$ cat config.mk
export PLATFORM = sky130hd
export DESIGN_NAME = isotp_receive_reassembler_flat
export DESIGN_NICKNAME = d
export VERILOG_FILES = /design/src/rtl/isotp_pkg.sv /design/src/rtl/isotp_if.sv /design/src/rtl/isotp_div.sv /design/src/rtl/isotp_receive_reassembler.sv /design/src/flat_wrapper.sv
export SDC_FILE = /design/constraint.sdc
export NUM_CORES = 1
export LEC_CHECK = 0
export BUFFER_PORTS_ARGS = -buffer_cell sky130_fd_sc_hd__clkbuf_2
export CAP_MARGIN = 20
export CORE_AREA = 5 5 199 201
export DETAILED_ROUTE_END_ITERATION = 12
export DIE_AREA = 0 0 204 206
export PLACE_DENSITY = 0.67
export SYNTH_ARGS = -nofsm -noshare
export SYNTH_HDL_FRONTEND = slang
export SYNTH_SLANG_ARGS = --single-unit
$ cat constraint.sdc
create_clock -name clk -period 5.95 [get_ports clk]
set_input_delay 0.2975 -clock clk [delete_from_list [all_inputs] [get_ports clk]]
set_output_delay 0.2975 -clock clk [all_outputs]
set_load 0.005 [all_outputs]
$ cat src/rtl/isotp_pkg.sv
// Package for the ISO-TP receive reassembler: modes, codes and item structs.
// No dependencies.
`timescale 1ns / 1ps
package isotp_pkg;
	localparam logic [1:0] MODE_IDLE = 2'd0;
	localparam logic [1:0] MODE_CF   = 2'd1;
	localparam logic [1:0] MODE_WAIT = 2'd2;

	localparam logic [2:0] ST_DONE     = 3'd0;
	localparam logic [2:0] ST_OVERFLOW = 3'd1;
	localparam logic [2:0] ST_TIMEOUT  = 3'd2;
	localparam logic [2:0] ST_LOST     = 3'd3;
	localparam logic [2:0] ST_WAITING  = 3'd4;

	localparam logic [1:0] FC_CTS  = 2'd0;
	localparam logic [1:0] FC_WAIT = 2'd1;
	localparam logic [1:0] FC_OVFL = 2'd2;

	localparam logic [2:0] REG_OWN_ID  = 3'd0;
	localparam logic [2:0] REG_STMIN   = 3'd1;
	localparam logic [2:0] REG_TIMEOUT = 3'd2;
	localparam logic [2:0] REG_RETRY   = 3'd3;
	localparam logic [2:0] REG_MAXWAIT = 3'd4;

	localparam logic [3:0] CF_PAYLOAD = 4'd7;
	localparam logic [3:0] FF_PAYLOAD = 4'd6;
	localparam logic [10:0] TIMER_MAX = 11'd2047;

	typedef struct packed {
		logic        opcode;
		logic [15:0] can_id;
		logic [3:0]  frame_length;
		logic [63:0] frame_bytes;
		logic [11:0] buffer_free;
		logic [7:0]  fifo_free_slots;
	} in_item_t;

	typedef struct packed {
		logic [2:0]  write_count;
		logic [55:0] write_bytes;
		logic        clear_buffer;
		logic        status_valid;
		logic [2:0]  status_code;
		logic        fc_send;
		logic [1:0]  fc_flag;
		logic [7:0]  fc_block_size;
		logic [7:0]  fc_separation;
		logic        frame_not_taken;
	} out_item_t;

	typedef struct packed {
		logic        start;
		logic [11:0] dividend;
		logic [2:0]  divisor;
	} div_req_t;

	typedef struct packed {
		logic        done;
		logic [11:0] quotient;
	} div_rsp_t;
endpackage

$ cat src/rtl/isotp_if.sv
// Valid/ready channel interface carrying one payload struct.
// Payload type is supplied per instance.
`timescale 1ns / 1ps
interface isotp_if #(parameter type payload_t = logic) ();
	logic     valid;
	logic     ready;
	payload_t data;
	modport source (output valid, output data, input ready);
	modport sink (input valid, input data, output ready);
endinterface

$ cat src/rtl/isotp_div.sv
// Restoring divider, one quotient bit a cycle, 12-bit by 3-bit.
// Uses isotp_pkg request/response structs.
`timescale 1ns / 1ps
module isotp_div (
	input  logic               clk,
	input  logic               arst_n,
	input  isotp_pkg::div_req_t req,
	output isotp_pkg::div_rsp_t rsp
);
	logic [11:0] quo_q;
	logic [2:0]  rem_q;
	logic [2:0]  den_q;
	logic [3:0]  cnt_q;
	logic        busy_q;
	logic        done_q;
	logic [3:0]  trial;

	assign trial = {rem_q, quo_q[11]};

	always_ff @(posedge clk or negedge arst_n) begin
		if (!arst_n) begin
			busy_q <= 1'b0;
			cnt_q <= '0;
			done_q <= 1'b0;
		end else begin
			done_q <= 1'b0;
			if (req.start) begin
				busy_q <= 1'b1;
				cnt_q <= 4'd0;
			end else if (busy_q) begin
				cnt_q <= cnt_q + 4'd1;
				if (cnt_q == 4'd11) begin
					busy_q <= 1'b0;
					done_q <= 1'b1;
				end
			end
		end
	end

	always_ff @(posedge clk) begin
		if (req.start) begin
			quo_q <= req.dividend;
			rem_q <= '0;
			den_q <= req.divisor;
		end else if (busy_q) begin
			if (trial >= {1'b0, den_q}) begin
				rem_q <= 3'(trial - {1'b0, den_q});
				quo_q <= {quo_q[10:0], 1'b1};
			end else begin
				rem_q <= trial[2:0];
				quo_q <= {quo_q[10:0], 1'b0};
			end
		end
	end

	assign rsp = '{done: done_q, quotient: quo_q};
endmodule

$ cat src/rtl/isotp_receive_reassembler.sv
// ISO-TP receive reassembler top level: decode, sequencer and shared divider.
// Depends on isotp_pkg, isotp_if, isotp_div.
//
// Usage: items enter on in_ch (CAN frame offered or 1 ms tick); each item gives
// exactly one result on out_ch. Registers are written on cfg_we/cfg_index/cfg_data;
// the user must write them only while the block is idle; the block does not enforce it.
// Sequence: an item without flow control passes from acceptance through S_EXEC to
// S_OUT; an item that emits a flow-control frame passes through S_EXEC, S_DIV and
// S_OUT, where S_DIV launches the shared restoring divider, one iteration per
// quotient bit, to compute the block size. One item is in work at a time;
// in_ch.ready is low from acceptance until the result leaves, so the next request
// can be taken at the earliest in the cycle after the result handshake.
// A result waits in the output register while out_ch.ready is low; the block
// takes no new request until it is taken.
// Reset clears the control and result state (not the held item) and loads register
// defaults (timeout 1000 ms, retry 100 ms, 10 wait frames).
`timescale 1ns / 1ps
module isotp_receive_reassembler #(
	parameter int BUFFER_BYTES_MAX = 4095
) (
	input  logic        clk,
	input  logic        arst_n,
	isotp_if.sink       in_ch,
	isotp_if.source     out_ch,
	input  logic        cfg_we,
	input  logic [2:0]  cfg_index,
	input  logic [15:0] cfg_data
);
	localparam logic [11:0] BUF_MAX = 12'(BUFFER_BYTES_MAX);

	typedef enum logic [3:0] {
		S_IDLE = 4'b0001,
		S_EXEC = 4'b0010,
		S_DIV  = 4'b0100,
		S_OUT  = 4'b1000
	} state_t;

	state_t state_q;
	logic [15:0] own_id_q;
	logic [7:0]  stmin_q, maxwait_q;
	logic [10:0] timeout_q, retry_q;

	logic [1:0]  mode_q;
	logic [11:0] msg_len_q, rcvd_q;
	logic [3:0]  seq_q;
	logic [7:0]  fib_q, granted_q, waits_q;
	logic [10:0] elapsed_q;

	isotp_pkg::in_item_t  item_q;
	isotp_pkg::out_item_t res_q;
	logic [1:0]  fc_req_q;
	logic [11:0] fc_free_q;
	logic        fc_zero_slot_q;

	isotp_pkg::div_req_t dreq;
	isotp_pkg::div_rsp_t drsp;

	isotp_div u_div (.clk(clk), .arst_n(arst_n), .req(dreq), .rsp(drsp));

	assign in_ch.ready = (state_q == S_IDLE);
	assign out_ch.valid = (state_q == S_OUT);
	assign out_ch.data = res_q;

	// combinational decode of the held item
	logic [11:0] free_b;
	logic [3:0]  len;
	logic [63:0] data;
	logic [7:0]  b0;
	logic [11:0] remaining;
	logic [2:0]  cf_take;
	logic [11:0] ff_total;
	logic [3:0]  sf_size;
	logic [10:0] el_inc;

	always_comb begin
		free_b = (item_q.buffer_free > BUF_MAX) ? BUF_MAX : item_q.buffer_free;
		len = (item_q.frame_length > 4'd8) ? 4'd8 : item_q.frame_length;
		for (int i = 0; i < 8; i++)
			data[8*i +: 8] = (4'(i) < len) ? item_q.frame_bytes[8*i +: 8] : 8'd0;
		b0 = data[7:0];
		remaining = (rcvd_q < msg_len_q) ? msg_len_q - rcvd_q : 12'd0;
		cf_take = (remaining > 12'(isotp_pkg::CF_PAYLOAD)) ? 3'd7 : remaining[2:0];
		ff_total = {b0[3:0], data[15:8]};
		sf_size = (b0[3:0] > 4'd7) ? 4'd7 : b0[3:0];
		el_inc = (elapsed_q < isotp_pkg::TIMER_MAX) ? elapsed_q + 11'd1 : elapsed_q;
	end

	function automatic logic [55:0] slice(input logic [63:0] d, input logic [1:0] first,
		input logic [2:0] cnt);
		logic [63:0] sh;
		logic [55:0] m;
		begin
			sh = d >> (8 * first);
			m = (56'd1 << (8 * cnt)) - 56'd1;
			slice = sh[55:0] & m;
		end
	endfunction

	always_ff @(posedge clk or negedge arst_n) begin
		if (!arst_n) begin
			own_id_q <= '0;
			stmin_q <= '0;
			timeout_q <= 11'd1000;
			retry_q <= 11'd100;
			maxwait_q <= 8'd10;
		end else if (cfg_we) begin
			unique case (cfg_index)
				isotp_pkg::REG_OWN_ID:  own_id_q <= cfg_data;
				isotp_pkg::REG_STMIN:   stmin_q <= cfg_data[7:0];
				isotp_pkg::REG_TIMEOUT: timeout_q <= cfg_data[10:0];
				isotp_pkg::REG_RETRY:   retry_q <= cfg_data[10:0];
				isotp_pkg::REG_MAXWAIT: maxwait_q <= cfg_data[7:0];
				default: ;
			endcase
		end
	end

	// launch the divider on the first S_DIV cycle when bytes remain
	logic div_started_q;
	logic div_go;
	assign div_go = (state_q == S_DIV) && !div_started_q;

	logic [11:0] fc_rem;
	logic [2:0]  fc_slot;
	logic [11:0] streams;
	logic [7:0]  bs;
	always_comb begin
		fc_rem = (rcvd_q < msg_len_q) ? msg_len_q - rcvd_q : 12'd0;
		fc_slot = (fc_rem > 12'd7) ? 3'd7 : fc_rem[2:0];
		streams = fc_zero_slot_q ? 12'd0 : drsp.quotient;
		if (streams > {4'd0, item_q.fifo_free_slots}) bs = item_q.fifo_free_slots;
		else bs = (streams < 12'd255) ? streams[7:0] : 8'd255;
		dreq.dividend = fc_free_q;
		dreq.divisor = fc_slot;
		dreq.start = div_go && (fc_slot != 3'd0);
	end

	always_ff @(posedge clk or negedge arst_n) begin
		if (!arst_n) begin
			state_q <= S_IDLE;
			mode_q <= isotp_pkg::MODE_IDLE;
			msg_len_q <= '0;
			rcvd_q <= '0;
			seq_q <= '0;
			fib_q <= '0;
			granted_q <= '0;
			waits_q <= '0;
			elapsed_q <= '0;
			div_started_q <= 1'b0;
			fc_zero_slot_q <= 1'b0;
			fc_req_q <= isotp_pkg::FC_CTS;
			fc_free_q <= '0;
			res_q <= '0;
		end else begin
			unique case (state_q)
				S_IDLE: if (in_ch.valid) state_q <= S_EXEC;
				S_EXEC: begin
					state_q <= S_OUT;
					fc_zero_slot_q <= 1'b0;
					div_started_q <= 1'b0;
					if (item_q.opcode) begin
						elapsed_q <= el_inc;
						if (mode_q == isotp_pkg::MODE_CF) begin
							if (el_inc > timeout_q) begin
								mode_q <= isotp_pkg::MODE_IDLE;
								res_q.clear_buffer <= 1'b1;
								res_q.status_valid <= 1'b1;
								res_q.status_code <= isotp_pkg::ST_TIMEOUT;
							end
						end else if (mode_q == isotp_pkg::MODE_WAIT) begin
							if (el_inc > retry_q) begin
								state_q <= S_DIV;
								if (waits_q < maxwait_q) begin
									mode_q <= isotp_pkg::MODE_CF;
									fc_req_q <= isotp_pkg::FC_CTS;
									fc_free_q <= free_b;
								end else begin
									mode_q <= isotp_pkg::MODE_IDLE;
									res_q.clear_buffer <= 1'b1;
									res_q.status_valid <= 1'b1;
									res_q.status_code <= isotp_pkg::ST_TIMEOUT;
									fc_req_q <= isotp_pkg::FC_OVFL;
									fc_free_q <= BUF_MAX;
								end
							end
						end
					end else if (item_q.can_id == own_id_q) begin
						if (mode_q == isotp_pkg::MODE_WAIT) begin
							res_q.frame_not_taken <= 1'b1;
						end else if (len != 4'd0) begin
							if (mode_q == isotp_pkg::MODE_IDLE) begin
								if (b0[7:4] == 4'd0) begin
									res_q.status_valid <= 1'b1;
									if ({8'd0, sf_size} <= free_b) begin
										res_q.write_count <= sf_size[2:0];
										res_q.write_bytes <= slice(data, 2'd1, sf_size[2:0]);
										res_q.status_code <= isotp_pkg::ST_DONE;
									end else begin
										res_q.clear_buffer <= 1'b1;
										res_q.status_code <= isotp_pkg::ST_OVERFLOW;
									end
								end else if (b0[7:4] == 4'd1 && ff_total >= 12'd8) begin
									msg_len_q <= ff_total;
									state_q <= S_DIV;
									if (free_b >= 12'd6) begin
										res_q.write_count <= 3'd6;
										res_q.write_bytes <= slice(data, 2'd2, 3'd6);
										seq_q <= 4'd1;
										rcvd_q <= 12'd6;
										fib_q <= 8'd0;
										mode_q <= isotp_pkg::MODE_CF;
										fc_req_q <= isotp_pkg::FC_CTS;
										fc_free_q <= free_b - 12'd6;
									end else begin
										rcvd_q <= 12'd0;
										fc_req_q <= isotp_pkg::FC_OVFL;
										fc_free_q <= free_b;
										res_q.clear_buffer <= 1'b1;
										res_q.status_valid <= 1'b1;
										res_q.status_code <= isotp_pkg::ST_OVERFLOW;
									end
								end
							end else if (b0[7:4] == 4'd2) begin
								if (b0[3:0] == seq_q) begin
									if ({9'd0, cf_take} <= free_b) begin
										res_q.write_count <= cf_take;
										res_q.write_bytes <= slice(data, 2'd1, cf_take);
										rcvd_q <= rcvd_q + {9'd0, cf_take};
										seq_q <= seq_q + 4'd1;
										elapsed_q <= '0;
										if (rcvd_q + {9'd0, cf_take} == msg_len_q) begin
											fib_q <= fib_q + 8'd1;
											mode_q <= isotp_pkg::MODE_IDLE;
											res_q.status_valid <= 1'b1;
											res_q.status_code <= isotp_pkg::ST_DONE;
										end else if (fib_q + 8'd1 == granted_q) begin
											fib_q <= 8'd0;
											state_q <= S_DIV;
											fc_req_q <= isotp_pkg::FC_CTS;
											fc_free_q <= free_b - {9'd0, cf_take};
										end else begin
											fib_q <= fib_q + 8'd1;
										end
									end else begin
										state_q <= S_DIV;
										fc_req_q <= isotp_pkg::FC_OVFL;
										fc_free_q <= free_b;
										mode_q <= isotp_pkg::MODE_IDLE;
										res_q.clear_buffer <= 1'b1;
										res_q.status_valid <= 1'b1;
										res_q.status_code <= isotp_pkg::ST_OVERFLOW;
									end
								end else begin
									mode_q <= isotp_pkg::MODE_IDLE;
									res_q.clear_buffer <= 1'b1;
									res_q.status_valid <= 1'b1;
									res_q.status_code <= isotp_pkg::ST_LOST;
								end
							end
						end
					end
				end
				S_DIV: begin
					if (!div_started_q) begin
						div_started_q <= 1'b1;
						fc_zero_slot_q <= (fc_slot == 3'd0);
					end else if (drsp.done || fc_zero_slot_q) begin
						state_q <= S_OUT;
						granted_q <= bs;
						elapsed_q <= '0;
						res_q.fc_send <= 1'b1;
						res_q.fc_block_size <= bs;
						res_q.fc_separation <= stmin_q;
						if (fc_req_q == isotp_pkg::FC_CTS && bs == 8'd0) begin
							res_q.fc_flag <= isotp_pkg::FC_WAIT;
							if (waits_q != 8'd255) waits_q <= waits_q + 8'd1;
							mode_q <= isotp_pkg::MODE_WAIT;
							if (waits_q == 8'd0) begin
								res_q.status_valid <= 1'b1;
								res_q.status_code <= isotp_pkg::ST_WAITING;
							end
						end else begin
							res_q.fc_flag <= fc_req_q;
							waits_q <= 8'd0;
						end
					end
				end
				S_OUT: if (out_ch.ready) state_q <= S_IDLE;
				default: state_q <= S_IDLE;
			endcase
			if (state_q == S_IDLE && in_ch.valid) res_q <= '0;
		end
	end

	always_ff @(posedge clk) begin
		if (state_q == S_IDLE && in_ch.valid) item_q <= in_ch.data;
	end
endmodule

$ cat src/flat_wrapper.sv
// flat-port wrapper written by rule: the top's interface ports become plain ports
module isotp_receive_reassembler_flat 
#(
	parameter int BUFFER_BYTES_MAX = 4095
)
  (clk, arst_n, cfg_we, cfg_index, cfg_data, in_ch_valid, in_ch_data, in_ch_ready, out_ch_valid, out_ch_data, out_ch_ready);
  isotp_if #(.payload_t(isotp_pkg::in_item_t)) in_ch_i ();
  isotp_if #(.payload_t(isotp_pkg::out_item_t)) out_ch_i ();
  input  logic clk;
  input  logic arst_n;
  input  logic cfg_we;
  input  logic [2:0] cfg_index;
  input  logic [15:0] cfg_data;
  input wire logic [$bits(in_ch_i.valid)-1:0] in_ch_valid;
  input wire logic [$bits(in_ch_i.data)-1:0] in_ch_data;
  output wire logic [$bits(in_ch_i.ready)-1:0] in_ch_ready;
  output wire logic [$bits(out_ch_i.valid)-1:0] out_ch_valid;
  output wire logic [$bits(out_ch_i.data)-1:0] out_ch_data;
  input wire logic [$bits(out_ch_i.ready)-1:0] out_ch_ready;
  assign in_ch_i.valid = in_ch_valid;
  assign in_ch_i.data = in_ch_data;
  assign in_ch_ready = in_ch_i.ready;
  assign out_ch_valid = out_ch_i.valid;
  assign out_ch_data = out_ch_i.data;
  assign out_ch_i.ready = out_ch_ready;
  isotp_receive_reassembler #(.BUFFER_BYTES_MAX(BUFFER_BYTES_MAX)) u_core (.clk(clk), .arst_n(arst_n), .in_ch(in_ch_i), .out_ch(out_ch_i), .cfg_we(cfg_we), .cfg_index(cfg_index), .cfg_data(cfg_data));
endmodule
# After elaboration in Yosys (flattened, before gate mapping)
# Index checks and enable logic that the tools add are counted.
# totals
regBits	352
latchBits	0
mem_bits_ro	0
ramBits	0
n_memories	0
inputBits	129
# op_classes
div	0
bitwise	5
n_eq_ne	80
mux	181
shift	2
add_sub_neg	12
n_reduce_logical	59
mul	0
order_cmp	24
# ops
op	n
$mux 64	7
$mux 12	28
$mux 59	5
$mux 8	21
$mux 4	34
$mux 11	11
$and 56x56->56	2
$shl 1x6->56 const A	2
$sub 56x1->56 const B	2
$mux 84	1
$mux 2	37
$mux 60	1
$mux 23	2
$mux 5	8
$ne 4x4->1 const B	10
$reduce_bool 2->1	14
$reduce_bool 3->1	9
$ne 2x2->1 const B	13
$reduce_and 13->1	2
$gt 11x11->1	2
$pmux 11 s2	1
$reduce_and 11->1	2
$ne 5x5->1 const B	4
$reduce_and 10->1	2
other kinds (74)	143

# Logic depth before layout (Yosys ltp)
# logic_depth
word_depth	18
ltp_mapped	24

# Cells and area by module
# A second synthesis with hierarchy kept.
# hier_totals
hier_cells	1789
area_unflattened_um2	18292.5
# by_module_without_submodules
mod	n_inst	area_per_inst_um2	cells_per_inst
isotp_receive_reassembler	1	17126.4	1704
isotp_div	1	1166.1	85

# Worst setup path after synthesis
# OpenSTA, ideal clock, no wires.
# synth_timing
path_type	register to register
start	register u_core.rcvd_q[0]
end	register u_core.fc_free_q[10]
stages_incl_launch_ff	22
path_buffers	1
setup_ns	0.125
setup_slack_ns	0.631
t_required_ns	5.825
period_less_slack_ns	5.319
arrival_time_ns	5.194
cell_sequence	dfrtp_1 > ha_1 > fa_1 > and2b_1 > o2111ai_1 > a21oi_1 > o21ai_1 > a221oi_1 > nand4_1 > nor3b_1 > nor2_1 > ha_1 > fa_1 > a21oi_1 > or4_1 > a221oi_2 > and4_4 > a31oi_4 > o211ai_2 > a221o_4 > buf_12 > mux2_4
# synth_between
elab_chain_len	15
# synth_rtl
item	line_no	rtl
from (decl)	isotp_receive_reassembler.sv:44	logic [11:0] msg_len_q, rcvd_q;
from (signal assigned)	isotp_receive_reassembler.sv:228	rcvd_q <= rcvd_q + {9'd0, cf_take};
$sub 12x12->12 or $lt 12x12->1 (tied branches)	isotp_receive_reassembler.sv:81	remaining = (rcvd_q < msg_len_q) ? msg_len_q - rcvd_q : 12'd0;
$mux 12 *	isotp_receive_reassembler.sv:81	
$gt 12x3->1	isotp_receive_reassembler.sv:82	cf_take = (remaining > 12'(isotp_pkg::CF_PAYLOAD)) ? 3'd7 : remaining[2:0];
$mux 3 *	isotp_receive_reassembler.sv:82	
net u_core.cf_take[0]	isotp_receive_reassembler.sv:70	logic [2:0] cf_take;
$sub 12x3->12	isotp_receive_reassembler.sv:240	fc_free_q <= free_b - {9'd0, cf_take};
$mux 12	isotp_receive_reassembler.sv:236	end else if (fib_q + 8'd1 == granted_q) begin
$mux 12	isotp_receive_reassembler.sv:231	if (rcvd_q + {9'd0, cf_take} == msg_len_q) begin
$mux 12	isotp_receive_reassembler.sv:225	if ({9'd0, cf_take} <= free_b) begin
$mux 12	isotp_receive_reassembler.sv:224	if (b0[3:0] == seq_q) begin
$mux 12	isotp_receive_reassembler.sv:223	end else if (b0[7:4] == 4'd2) begin
$mux 12	isotp_receive_reassembler.sv:191	if (mode_q == isotp_pkg::MODE_IDLE) begin
$mux 12	isotp_receive_reassembler.sv:190	end else if (len != 4'd0) begin
$mux 12	isotp_receive_reassembler.sv:188	if (mode_q == isotp_pkg::MODE_WAIT) begin
$mux 12	isotp_receive_reassembler.sv:187	end else if (item_q.can_id == own_id_q) begin
$mux 12	isotp_receive_reassembler.sv:161	if (item_q.opcode) begin
to (signal assigned)	isotp_receive_reassembler.sv:176	fc_free_q <= free_b;
to (signal assigned)	isotp_receive_reassembler.sv:213	fc_free_q <= free_b - 12'd6;
to (signal assigned)	isotp_receive_reassembler.sv:217	fc_free_q <= free_b;
to (decl)	isotp_receive_reassembler.sv:52	logic [11:0] fc_free_q;
# Mark *: on every way through the listed nets, which the timed path passes. The rest lies on a longest branch. The select of a mux whose other input is x is not followed.
# A chain may end at the register's enable or synchronous reset.

# Final worst setup path
# layout_timing
start	register u_core.rcvd_q[0]
end	register u_core.fc_free_q[8]
# The elaborated chain is that of the path after synthesis.

==> impl_results.md <==
- Skew-Pair Late Insertion Delay: 0.57 ns
- Logic pwr share: 20.1%
- Maximum clock rate: 177 MHz
- Fillers: 3094
- Synth area leaders: dfrtp_1 29%, edfxtp_1 19%, ha_1 4.9%, nand2_1 3.6%, o21ai_0 3.5%
- Number of synthesized flops with an enable pin: 120
- Placer congestion estimate: 0.879
- Slowest stage delay, CP: 0.51 ns
- Drt wl/cell: 20.0 µm
- VDD IR-drop max: 0.264 mV
- Utilization after layout: 60.2%
- Cell mode on critical path: ha_1
- Type of origin of the critical path: register
- Int Pwr: 4.75 mW
- Detail Route Antenna Nets: 0
- Hold WS: 0.0379 ns
- Fin crit period: 5.64 ns
- Seq cells post-synth: 351
- Worst Path Max Fanout: 8
- Detail-routed via count per cell: 5.78
- Total gr overflow: 0
- P_sw: 2.13 mW
- Worst path slowest cell: a221o_4
- Drt first pass iters: 7
- DRC: 0
- First-pass GRT wire length: 82.2 mm
- Final Setup Violations: 0
- Final worst-path cycle share: 94.8%
- Synthesized area per cell: 10.6 µm²
- Post-Route WL: 52.0 mm
- Share of cells above drive strength 1: 19.6%
- Static Leak: 10.0 nW
- Port bufs: 214
- Area leader, netlist: dfrtp_1
- Rel. slew slack: 28.7%
- Nets: 2265
- Total track usage: 24.3%
- Hold wc startpoint: cfg_data[6]
- Syn_nets: 1956
- WHS Endpoint: u_core.timeout_q[6]
- Async S/R FF share, synth: 65.0%
- CTS tree: yes
- Status: complete, no violations
- Yosys top cell area share: 29.2%
- Post-synth cell types: 98
- Max_cap viols: 0
- Sequential Power Share: 44.4%
- Cell depth of the worst hold path: 3
- Initial core utilization: 49.5%
- DP Cell Count: 2408
- I/O pin total: 215
- Starting DRC count in detailed routing: 1296
- Clk_skew: 0.0214 ns
- Part of the power in the clock network: 35.5%
- P&R area growth vs syn: 21.6%
- CP Cell Sequence: ha_1 > fa_1 > and2b_1 > o2111ai_1 > a21oi_2 > o21ai_1 > a221oi_2 > nand4_1 > buf_4 > nor2_1 > a21oi_1 > ha_1 > a211oi_4 > nor4_1 > nand4b_1 > a32o_1 > a31oi_4 > o211ai_2 > a221o_4 > mux2_4
- Critical path required time: 6.38 ns
- Htree depth: 2
- Placed Area: 20000 µm²
- Predominant post-synthesis flop cell: dfrtp_1
- Setup TNS: 0 ns
- CTS sink count: 351
- Reg-to-reg slack, setup: 0.31 ns
- Die height: 206 µm
- Post-route cell area: 22500 µm²
- Die area: 42000 µm²
- TritonCTS Buffers: 40
- Hold Fails Final Rpt: 0
- DPL Wire Length: 36.1 mm
- Pin count of the biggest net entering global routing: 106
- Yosys warnings: 0
- Measured slew at the worst slew-check pin: 1.07 ns
- Unrepaired setup endpoints after global routing: no
- Root Driver: clkbuf_16
- Multi-input gate area: 8470 µm²
- Mapped cell area: 18500 µm²
- Worst min-delay path class: in -> reg
- Reg2Reg Depth: 20
- FF-to-FF End: u_core.fc_free_q[8]
- Net Sw Frac: 30.9%
- Clock transition at path regs: 0.06 ns
- Crit path DAT: 6.08 ns
- Worst Setup End Kind: register
- Crit path from: u_core.rcvd_q[0]
- Kind of critical path: reg -> reg
- Vias in the first global route: 15161
- Sequential area share after synthesis: 50.7%
- Core Footprint: 37400 µm²
- DIE WIDTH: 204 µm
- Cell Pwr Density: 305 nW/µm²
- Fin. max-slew vios: 0
- Post-Syn Instances: 1750
- Final std cells w/o fill: 2603
- DR vias: 15054
- FP Rows: 71
- Reg area: 9380 µm²
- Initial antenna violation count: 1
- Worst r2r src: u_core.rcvd_q[0]
- Maximum clock path buffer count: 3
## worst max-delay path by stage
stage,end,cells after the start
after floorplan,u_core.fc_free_q[10],21
after global placement,u_core.fc_free_q[6],21
after detailed placement,u_core.fc_free_q[4],21
after CTS,u_core.fc_free_q[4],20
after global routing,u_core.fc_free_q[9],21
final,u_core.fc_free_q[8],20
## timing repair
action | CTS | global route
endpoints found under the hold margin | 208 | 0
hold buffers | 115 | 0
gates resized for setup | 0 | 5
endpoints found under the setup margin | 0 | 22
setup buffers | 0 | 2
## layout make-up
type | count | share of cell area [%]
Tap cell | 511 | 2.84
Clock inverter | 18 | 0.578
Inverter | 81 | 1.35
Timing Repair Buffer | 353 | 10.8
Antenna cell | 1 | 0.0111
Clock buffer | 56 | 5.17
Multi-Input combinational cell | 1232 | 37.6
Sequential cell | 351 | 41.7
## registers in the layout, indices dropped and copies added, names as in the netlist, 2 cells and up
| name | count |
|---|---|
| u_core.elapsed_q | 11 |
| u_core.timeout_q | 11 |
| u_core.u_div.rem_q | 3 |
| u_core.seq_q | 4 |
| u_core.own_id_q | 16 |
| u_core.item_q | 105 |
| u_core.fc_free_q | 12 |
| u_core.u_div.den_q | 3 |
| u_core.u_div.cnt_q | 4 |
| u_core.maxwait_q | 8 |
| u_core.state_q | 4 |
| u_core.mode_q | 2 |
| u_core.stmin_q | 8 |
| u_core.waits_q | 8 |
| u_core.granted_q | 8 |
| u_core.u_div.quo_q | 12 |
| u_core.fib_q | 8 |
| u_core.out_ch.data | 84 |
| u_core.retry_q | 11 |
| u_core.msg_len_q | 12 |
| u_core.rcvd_q | 12 |
## power groups by stage
stage | Combinational (mW) | Sequential (mW) | Clock, mW
5_1_grt | 1.54 | 3.08 | 2.59
3_3_place_gp | 1.28 | 3.08 | 0
2_1_floorplan | 0.957 | 2.99 | 0
6_report | 1.38 | 3.05 | 2.44
3_5_place_dp | 1.32 | 3.09 | 0
4_1_cts | 1.38 | 3.05 | 2.49
## logic make-up after synthesis
logic type	share of synthesized area (%)
compound gates	17.7
xor+xnor	3.29
fa+ha+maj	5.36
buf+inv	3.90
flops	50.7
mux	4.64
other cells	0.0202
simple gates	14.4
## cell usage after synthesis, drive strengths merged (16+ instances only)
master,number
nor2,109
inv,80
nand2b,16
and3,17
a21o,35
and2,16
clkbuf,54
edfxtp,120
buf,33
nand4,32
o21ai,133
dfrtp,216
xnor2,24
xor2,43
nor4,17
nand3,47
ha,73
a21oi,59
nand2,180
o31ai,42
a22oi,41
mux2,63
nor3,36
o211ai,23
o22ai,27
## worst max-delay path, delay by kind of cell (launching register included)
kind / cells / cell delay [ns]
buffers and inverters: 1 / 0.21
AO/OA/AOI/OAI: 10 / 2.66
flip-flops: 1 / 0.40
adder cells (fa/ha/maj): 3 / 1.02
AND/OR/NAND/NOR: 5 / 0.90
multiplexers: 1 / 0.32
## cells in the final DEF, fill, tap and decap left out, types with 32 or more instances in the layout
cell,count
a21o_1,35
a21oi_1,57
a22oi_1,41
clkbuf_16,42
clkbuf_2,213
dfrtp_1,216
dlygate4sd3_1,115
edfxtp_1,120
ha_1,73
inv_1,80
mux2_2,46
nand2_1,179
nand3_1,47
nand4_1,32
nor2_1,108
nor3_1,32
o21ai_0,129
o31ai_1,39
xor2_1,43
## through the flow
stage | setup WS, ns | power, mW
CTS | 0.0461 | 6.91
global placement | 0.297 | 4.36
global route | 0.00282 | 7.21
finish | 0.307 | 6.88
floorplan | 0.631 | 3.95
detailed placement | 0.0890 | 4.41
## routing by layer
metal	wire length [µm]	track usage [%]
met5	13	0
met4	1290	6.89
met3	3220	5.07
met2	24500	39.4
met1	23000	33.4
Note: power is estimated with default switching activity, not from simulation.
